### src/assert_macros.svh
// assertion macros shared by the rtl
// no dependencies; expects clk and rst_n in the including scope
`ifndef ASSERT_MACROS_SVH
`define ASSERT_MACROS_SVH

// property must hold at every clock edge out of reset
`define SHL_ASSERT(label, prop, msg) \
  label: assert property (@(posedge clk) disable iff (!rst_n) prop) else $error(msg);

// condition must never be seen out of reset
`define SHL_NEVER(label, cond, msg) \
  label: assert property (@(posedge clk) disable iff (!rst_n) !(cond)) else $error(msg);

`endif

### src/shl_pkg.sv
// shared types and constants of the sonar height low-pass filter
// used by every module of the block, no dependencies
`default_nettype none

package shl_pkg;

  localparam int COEF_W         = 28;  // Q3.24 coefficients
  localparam int COEF_FRAC_BITS = 24;
  localparam int THRESH_W       = 23;
  localparam int HIST_W         = 32;  // Q7.24 output history
  localparam int HIST_FRAC      = 24;
  localparam int ACC_W          = 64;
  localparam int CMP_W          = 33;  // holds any sample and the threshold, signed
  localparam int CFG_IDX_W      = 4;
  localparam int WARM_W         = 2;
  localparam logic [WARM_W-1:0] WARM_DONE = 2'd2;

  // queue depth must stay a power of two, pointers wrap freely
  localparam int Q_DEPTH = 2;
  localparam int Q_PTR_W = 1;
  localparam int Q_CNT_W = 2;

  localparam logic signed [COEF_W-1:0] B1_RST = 28'sd28522;
  localparam logic signed [COEF_W-1:0] B2_RST = 28'sd87242;
  localparam logic signed [COEF_W-1:0] B3_RST = 28'sd87242;
  localparam logic signed [COEF_W-1:0] B4_RST = 28'sd28522;
  localparam logic signed [COEF_W-1:0] A2_RST = -28'sd41612529;
  localparam logic signed [COEF_W-1:0] A3_RST = 28'sd35017405;
  localparam logic signed [COEF_W-1:0] A4_RST = -28'sd9948889;
  localparam logic [THRESH_W-1:0]      THRESH_RST = 23'd655;

  typedef enum logic [CFG_IDX_W-1:0] {
    REG_B1     = 4'd0,
    REG_B2     = 4'd1,
    REG_B3     = 4'd2,
    REG_B4     = 4'd3,
    REG_A2     = 4'd4,
    REG_A3     = 4'd5,
    REG_A4     = 4'd6,
    REG_THRESH = 4'd7
  } shl_reg_t;

  typedef struct packed {
    logic signed [COEF_W-1:0] b1;
    logic signed [COEF_W-1:0] b2;
    logic signed [COEF_W-1:0] b3;
    logic signed [COEF_W-1:0] b4;
  } shl_ff_coef_t;

  typedef struct packed {
    logic signed [COEF_W-1:0] a2;
    logic signed [COEF_W-1:0] a3;
    logic signed [COEF_W-1:0] a4;
  } shl_fb_coef_t;

  // feedforward sum aligned to Q.(COEF_FRAC_BITS + 24)
  typedef struct packed {
    logic signed [ACC_W-1:0] ff;
    logic                    replaced;
  } shl_qent_t;

  typedef struct packed {
    logic busy;
    logic warm_done;
  } shl_front_sts_t;

endpackage

`default_nettype wire

### src/shl_fifo.sv
// short queue between the front (feedforward) and back (feedback) parts
// depends on shl_pkg
`default_nettype none

module shl_fifo import shl_pkg::*; (
  input  wire logic      clk,
  input  wire logic      rst_n,
  input  wire logic      push,
  input  wire shl_qent_t push_data,
  output logic           full,
  input  wire logic      pop,
  output shl_qent_t      head,
  output logic           empty
);

  shl_qent_t            mem_r [Q_DEPTH];
  logic [Q_PTR_W-1:0]   wr_ptr_r;
  logic [Q_PTR_W-1:0]   rd_ptr_r;
  logic [Q_CNT_W-1:0]   cnt_r;
  logic [Q_CNT_W-1:0]   cnt_nxt;

  assign full  = (cnt_r == Q_CNT_W'(Q_DEPTH));
  assign empty = (cnt_r == '0);
  assign head  = mem_r[rd_ptr_r];

  always_comb begin
    case ({push, pop})
      2'b10:   cnt_nxt = cnt_r + 1'b1;
      2'b01:   cnt_nxt = cnt_r - 1'b1;
      default: cnt_nxt = cnt_r;
    endcase
  end

  always_ff @(posedge clk) begin
    if (!rst_n) begin
      wr_ptr_r <= '0;
      rd_ptr_r <= '0;
      cnt_r    <= '0;
    end else begin
      cnt_r <= cnt_nxt;
      if (push) begin
        wr_ptr_r <= wr_ptr_r + 1'b1;
      end
      if (pop) begin
        rd_ptr_r <= rd_ptr_r + 1'b1;
      end
    end
  end

  always_ff @(posedge clk) begin
    if (push) begin
      mem_r[wr_ptr_r] <= push_data;
    end
  end

endmodule

`default_nettype wire

### config.mk
export PLATFORM = sky130hd
export DESIGN_NAME = shl_fifo
export DESIGN_NICKNAME = d
export VERILOG_FILES = /design/src/assert_macros.svh /design/src/shl_pkg.sv /design/src/shl_fifo.sv
export SDC_FILE = /design/constraint.sdc
export NUM_CORES = 1
export LEC_CHECK = 0
export ABC_AREA = 1
export BUFFER_PORTS_ARGS = -buffer_cell sky130_fd_sc_hd__buf_2
export CAP_MARGIN = 15
export CORE_ASPECT_RATIO = 2
export CORE_UTILIZATION = 39
export DETAILED_ROUTE_END_ITERATION = 6
export PLACE_DENSITY_LB_ADDON = 0.2
export REMOVE_ABC_BUFFERS = 1
export SYNTH_ARGS = -nofsm -noshare
export SYNTH_HDL_FRONTEND = slang
export SYNTH_SLANG_ARGS = --single-unit
### constraint.sdc
create_clock -name clk -period 3.9 [get_ports clk]
set_clock_uncertainty 0.05 [all_clocks]
set_input_delay 0.195 -clock clk [delete_from_list [all_inputs] [get_ports clk]]
set_output_delay 0.195 -clock clk [all_outputs]
set_load 0.01 [all_outputs]
After elaboration in Yosys (flattened, before gate mapping)
Memory sizes are Yosys's and may differ from the RTL's. A register that Yosys moved wholly into a read port is not among the register bits.
Index checks and enable logic that the tools add are counted.

operators by class
  add/sub/neg operators = 4
  equal/unequal tests = 3
  mux-type cells = 5
  reduce and logical (&&, ||, !) cells = 2

operators with widths
  cell                                                                count
  2-bit == test, second input constant                                2
  1-bit 2-to-1 mux                                                    4
  2-bit one-hot mux with 2 select lines                               1
  1-bit adder, second input constant                                  2
  2-bit by 1-bit adder with 2-bit output, second input constant       1
  2-bit by 1-bit == test with 1-bit output, second input constant     1
  2-bit zero test                                                     1
  2-bit nonzero test                                                  1
  2-bit by 1-bit subtractor with 2-bit output, second input constant  1

storage, ports and cells
  flip-flop bits (word level) = 4
  RAM bits = 130
  bits of input ports = 69
  output and inout bits = 67
  logic and storage cells = 18
  memories kept = 1

memory list
  memory  depth  width  read ports  clocked after memory_dff  wr ports  line            source
  mem_r   2      65     1           1                         1         shl_fifo.sv:16  shl_qent_t mem_r [Q_DEPTH];

Logic depth before layout (Yosys ltp)
  depth after elaboration = 3
  mapped depth = 7
  mapped depth without buffers = 7

Worst setup path after synthesis
No wires, ideal clock.

  kind = reg2reg
  from = reg wr_ptr_r
  to = mem mem_r[0][0] in the netlist's numbering (enable)
  setup time = 0.490 ns
  arrival time = 3.036 ns
  required time = 3.360 ns
  slack = 0.324 ns
  stages on the path, launching flop included = 2
  buffers on the path = 0
  clock period less this slack = 3.576 ns
  path through = dfxtp_1 -> nor2_1

RTL lines
  element                 line            source
  from (decl)             shl_fifo.sv:17  logic [Q_PTR_W-1:0] wr_ptr_r;
  from (signal assigned)  shl_fifo.sv:42  wr_ptr_r <= wr_ptr_r + 1'b1;
  to (decl)               shl_fifo.sv:16

No word-level cell before the write port.

==> metrics <==
core area=0.0127 mm2; vias in the first global route=3005; gr usage total=between 10% and 20%; pin count of the biggest net entering global routing=38; Final Max Tran Viols=0; CP max stage delay=0.57 ns; kind of critical path=register to output port; DP Wirelength=around 6300 um; switch share=just over 20%; Max Cap Violations=0; grt total ovfl=0; layout overhead on the synthesized area=41.8%; register area=roughly 0.004 mm2; Port-buffer cells=approximately 140; Setup Viol. Count Final=0; Worst EP required=between 3 and 4 ns; DRT Pass-1 Iters=4; post-layout minimum cycle time=2.27 ns; Setup crit end kind=output port; CTS Buffer Depth=2; count of different cell masters after synthesis=13; Hold WC Path Type=primary input to register; remaining routing DRC violations=0; multi-input logic area=a little over 0.001 mm2; syn avg cell area=around 22 um2; Final period util=58.2%; Max Clock Freq=~0.44 GHz; Mapped Cells=between 200 and 250; setup TNS=0 ns; initial antenna violation count=0; Die W=between 80 and 90 um; first-pass GRT wire length=between 10000 and 15000 um; Worst-Skew Late Latency=0.39 ns; Slew @ Worst Pin=0.838 ns; IO Pins=around 140; worst vdd ir=between 0.4 and 0.5 mV; Area contributors post-synth=edfxtp_1 76%, mux2_4 15%, mux2_2 3.3%; Post-Route WL=9410 um; Leak=between 2 and 3 nW; layout cell share with drive strength beyond 1=between 50% and 60%; Hold WS=~0.035 ns; vias per cell=around 4.6; Pint=2.95 mW; leading area contributor after synthesis=edfxtp_1; CP top delay family=buffers and inverters; Clock transition at path regs=0.05 ns; # diodes=0; CTS tree=done; post-CTS sizing=0; Filler cells=just under 1000; FP Rows=between 50 and 60; Synth top area share=between 70% and 80%; CP Data Arrival Time=2.03 ns; DR top layer=met4; final hold viol count=0; PD cells=approximately 510 mW/mm2; met2 WL=~5400 um; status=finished clean; Yosys reg bits=135; placed instance count=521; most common cell after layout, fill and taps aside=buf_2; critical path cell sequence=buf_4 -> mux2_2 -> buf_2; Reg power frac=a little under half; routed via count=~2800; unrepaired setup endpoints after global routing=no; register area share after synthesis=around four fifths; H-tree depth=4; Worst setup SP type=register; cts bufs inserted=17; net switching power=~0.76 mW; Initial DRC Count=between 100 and 150; Crit Path Max Fanout=27; Die Y=between 150 and 200 um; Syn Std Cell Area=approximately 0.0051 mm2; CP bufs+invs=2; fin cells=621; Critical-path top delay cell=dfxtp_4; Post-CTS Setup Bufs=0; routed length per instance=roughly 15 um; CTS sink cnt=about 140; die area=between 0.01 and 0.015 mm2; CTS Root Cell=clkbuf_16; slew margin rel.=approximately 44%; Comb pwr share=roughly 10%; Yosys warning count=0; routability cong.=between 0.6 and 0.7; met3 wire length=approximately 360 um; clock group share of total power=44.0%; post-route ant nets=0; Layout Nets=about 530; Initial Util=40.3%; most frequent cells in the layout=135 x buf_2, 130 x edfxtp_1, 68 x dlygate4sd3_1; Metal-1 WL=between 3000 and 4000 um
[through the flow]
step / setup slack (ns) / power [mW] / util, % / instance area, um2
finish: 1.63 / 3.71 / 57.2 / 7260
floorplan: 0.324 / 1.93 / - / 5050
detailed placement: 2.00 / 2.06 / 47.0 / 5970
global placement: 1.99 / 2.05 / 47.0 / 5970
CTS: 1.57 / 3.76 / 57.2 / 7260
global route: 1.51 / 3.85 / 57.2 / 7260
[path summary, 6_finish.rpt]
| kind | slack [ns] | from | to | depth (start not counted) |
|---|---|---|---|---|
| max | 1.63 | register | head[62] | 3 |
| min | 0.04 | pop | rd_ptr_r$_SDFFE_PN0P_ | 3 |
| max reg2reg | 2.05 | wr_ptr_r$_SDFFE_PN0P_ | mem_r[1][36]$_DFFE_PP_ | 3 |
| min reg2reg | 0.46 | rd_ptr_r$_SDFFE_PN0P_ | rd_ptr_r$_SDFFE_PN0P_ | 2 |
[Yosys cell counts]
cell type    n
ha_1         1
o21ai_0      1
nand2_1      8
buf_2        1
mux2_2      15
mux2_4      50
buf_6        6
nand4_1      1
edfxtp_1   130
dfxtp_1      5
nor2_1      12
a21oi_1      1
inv_1        6
[cell families (layout without fill, tap and decap cells)]
family,Yosys count,count (layout),share of synthesized area [%]
muxes,65,65,18.0
and+or+nand+nor,21,21,1.59
AOI/OAI and AO/OA,2,2,0.195
buffers and inverters,13,247,1.86
adders and majority gates,1,1,0.244
DFF,135,135,78.2
[layout make-up]
cell class	instances	area share [%]
Inverter	6	0.310
Clock buffer	19	5.96
Multi-Input combinational cell	89	14.2
Timing Repair Buffer	209	19.3
Tap cell	150	2.58
Clock inverter	13	2.46
Sequential cell	135	55.2
[timing repair]
item / in CTS / in global routing
setup endpoints to repair: 0 / 0
hold buffers: 68 / 0
endpoints found under the hold margin: 132 / 0
[registers in the layout (all words and copies together) (netlist names), named ones only]
name / flops
cnt_r: 2
mem_r: 130
wr_ptr_r: 1
rd_ptr_r: 1
[tightest hold or removal path, cell delays in order]
cell and delay, ns:
buf_2 0.11, nor2_1 0.05, nor2_1 0.08
[power groups by stage]
stage | logic (mW) | clock network (mW) | registers (mW)
after global placement | 0.320 | 0 | 1.73
final | 0.372 | 1.63 | 1.71
after detailed placement | 0.324 | 0 | 1.74
after floorplan | 0.183 | 0 | 1.75
after CTS | 0.380 | 1.67 | 1.71
after global routing | 0.400 | 1.74 | 1.71
[metal layers]
layer	GRT usage, %	vias to the layer above
met5	0	-
met4	7.60	0
met3	3.87	13
met2	26.9	91
met1	13.8	1367
li1	-	1360
(Power assumes the default switching activity.)
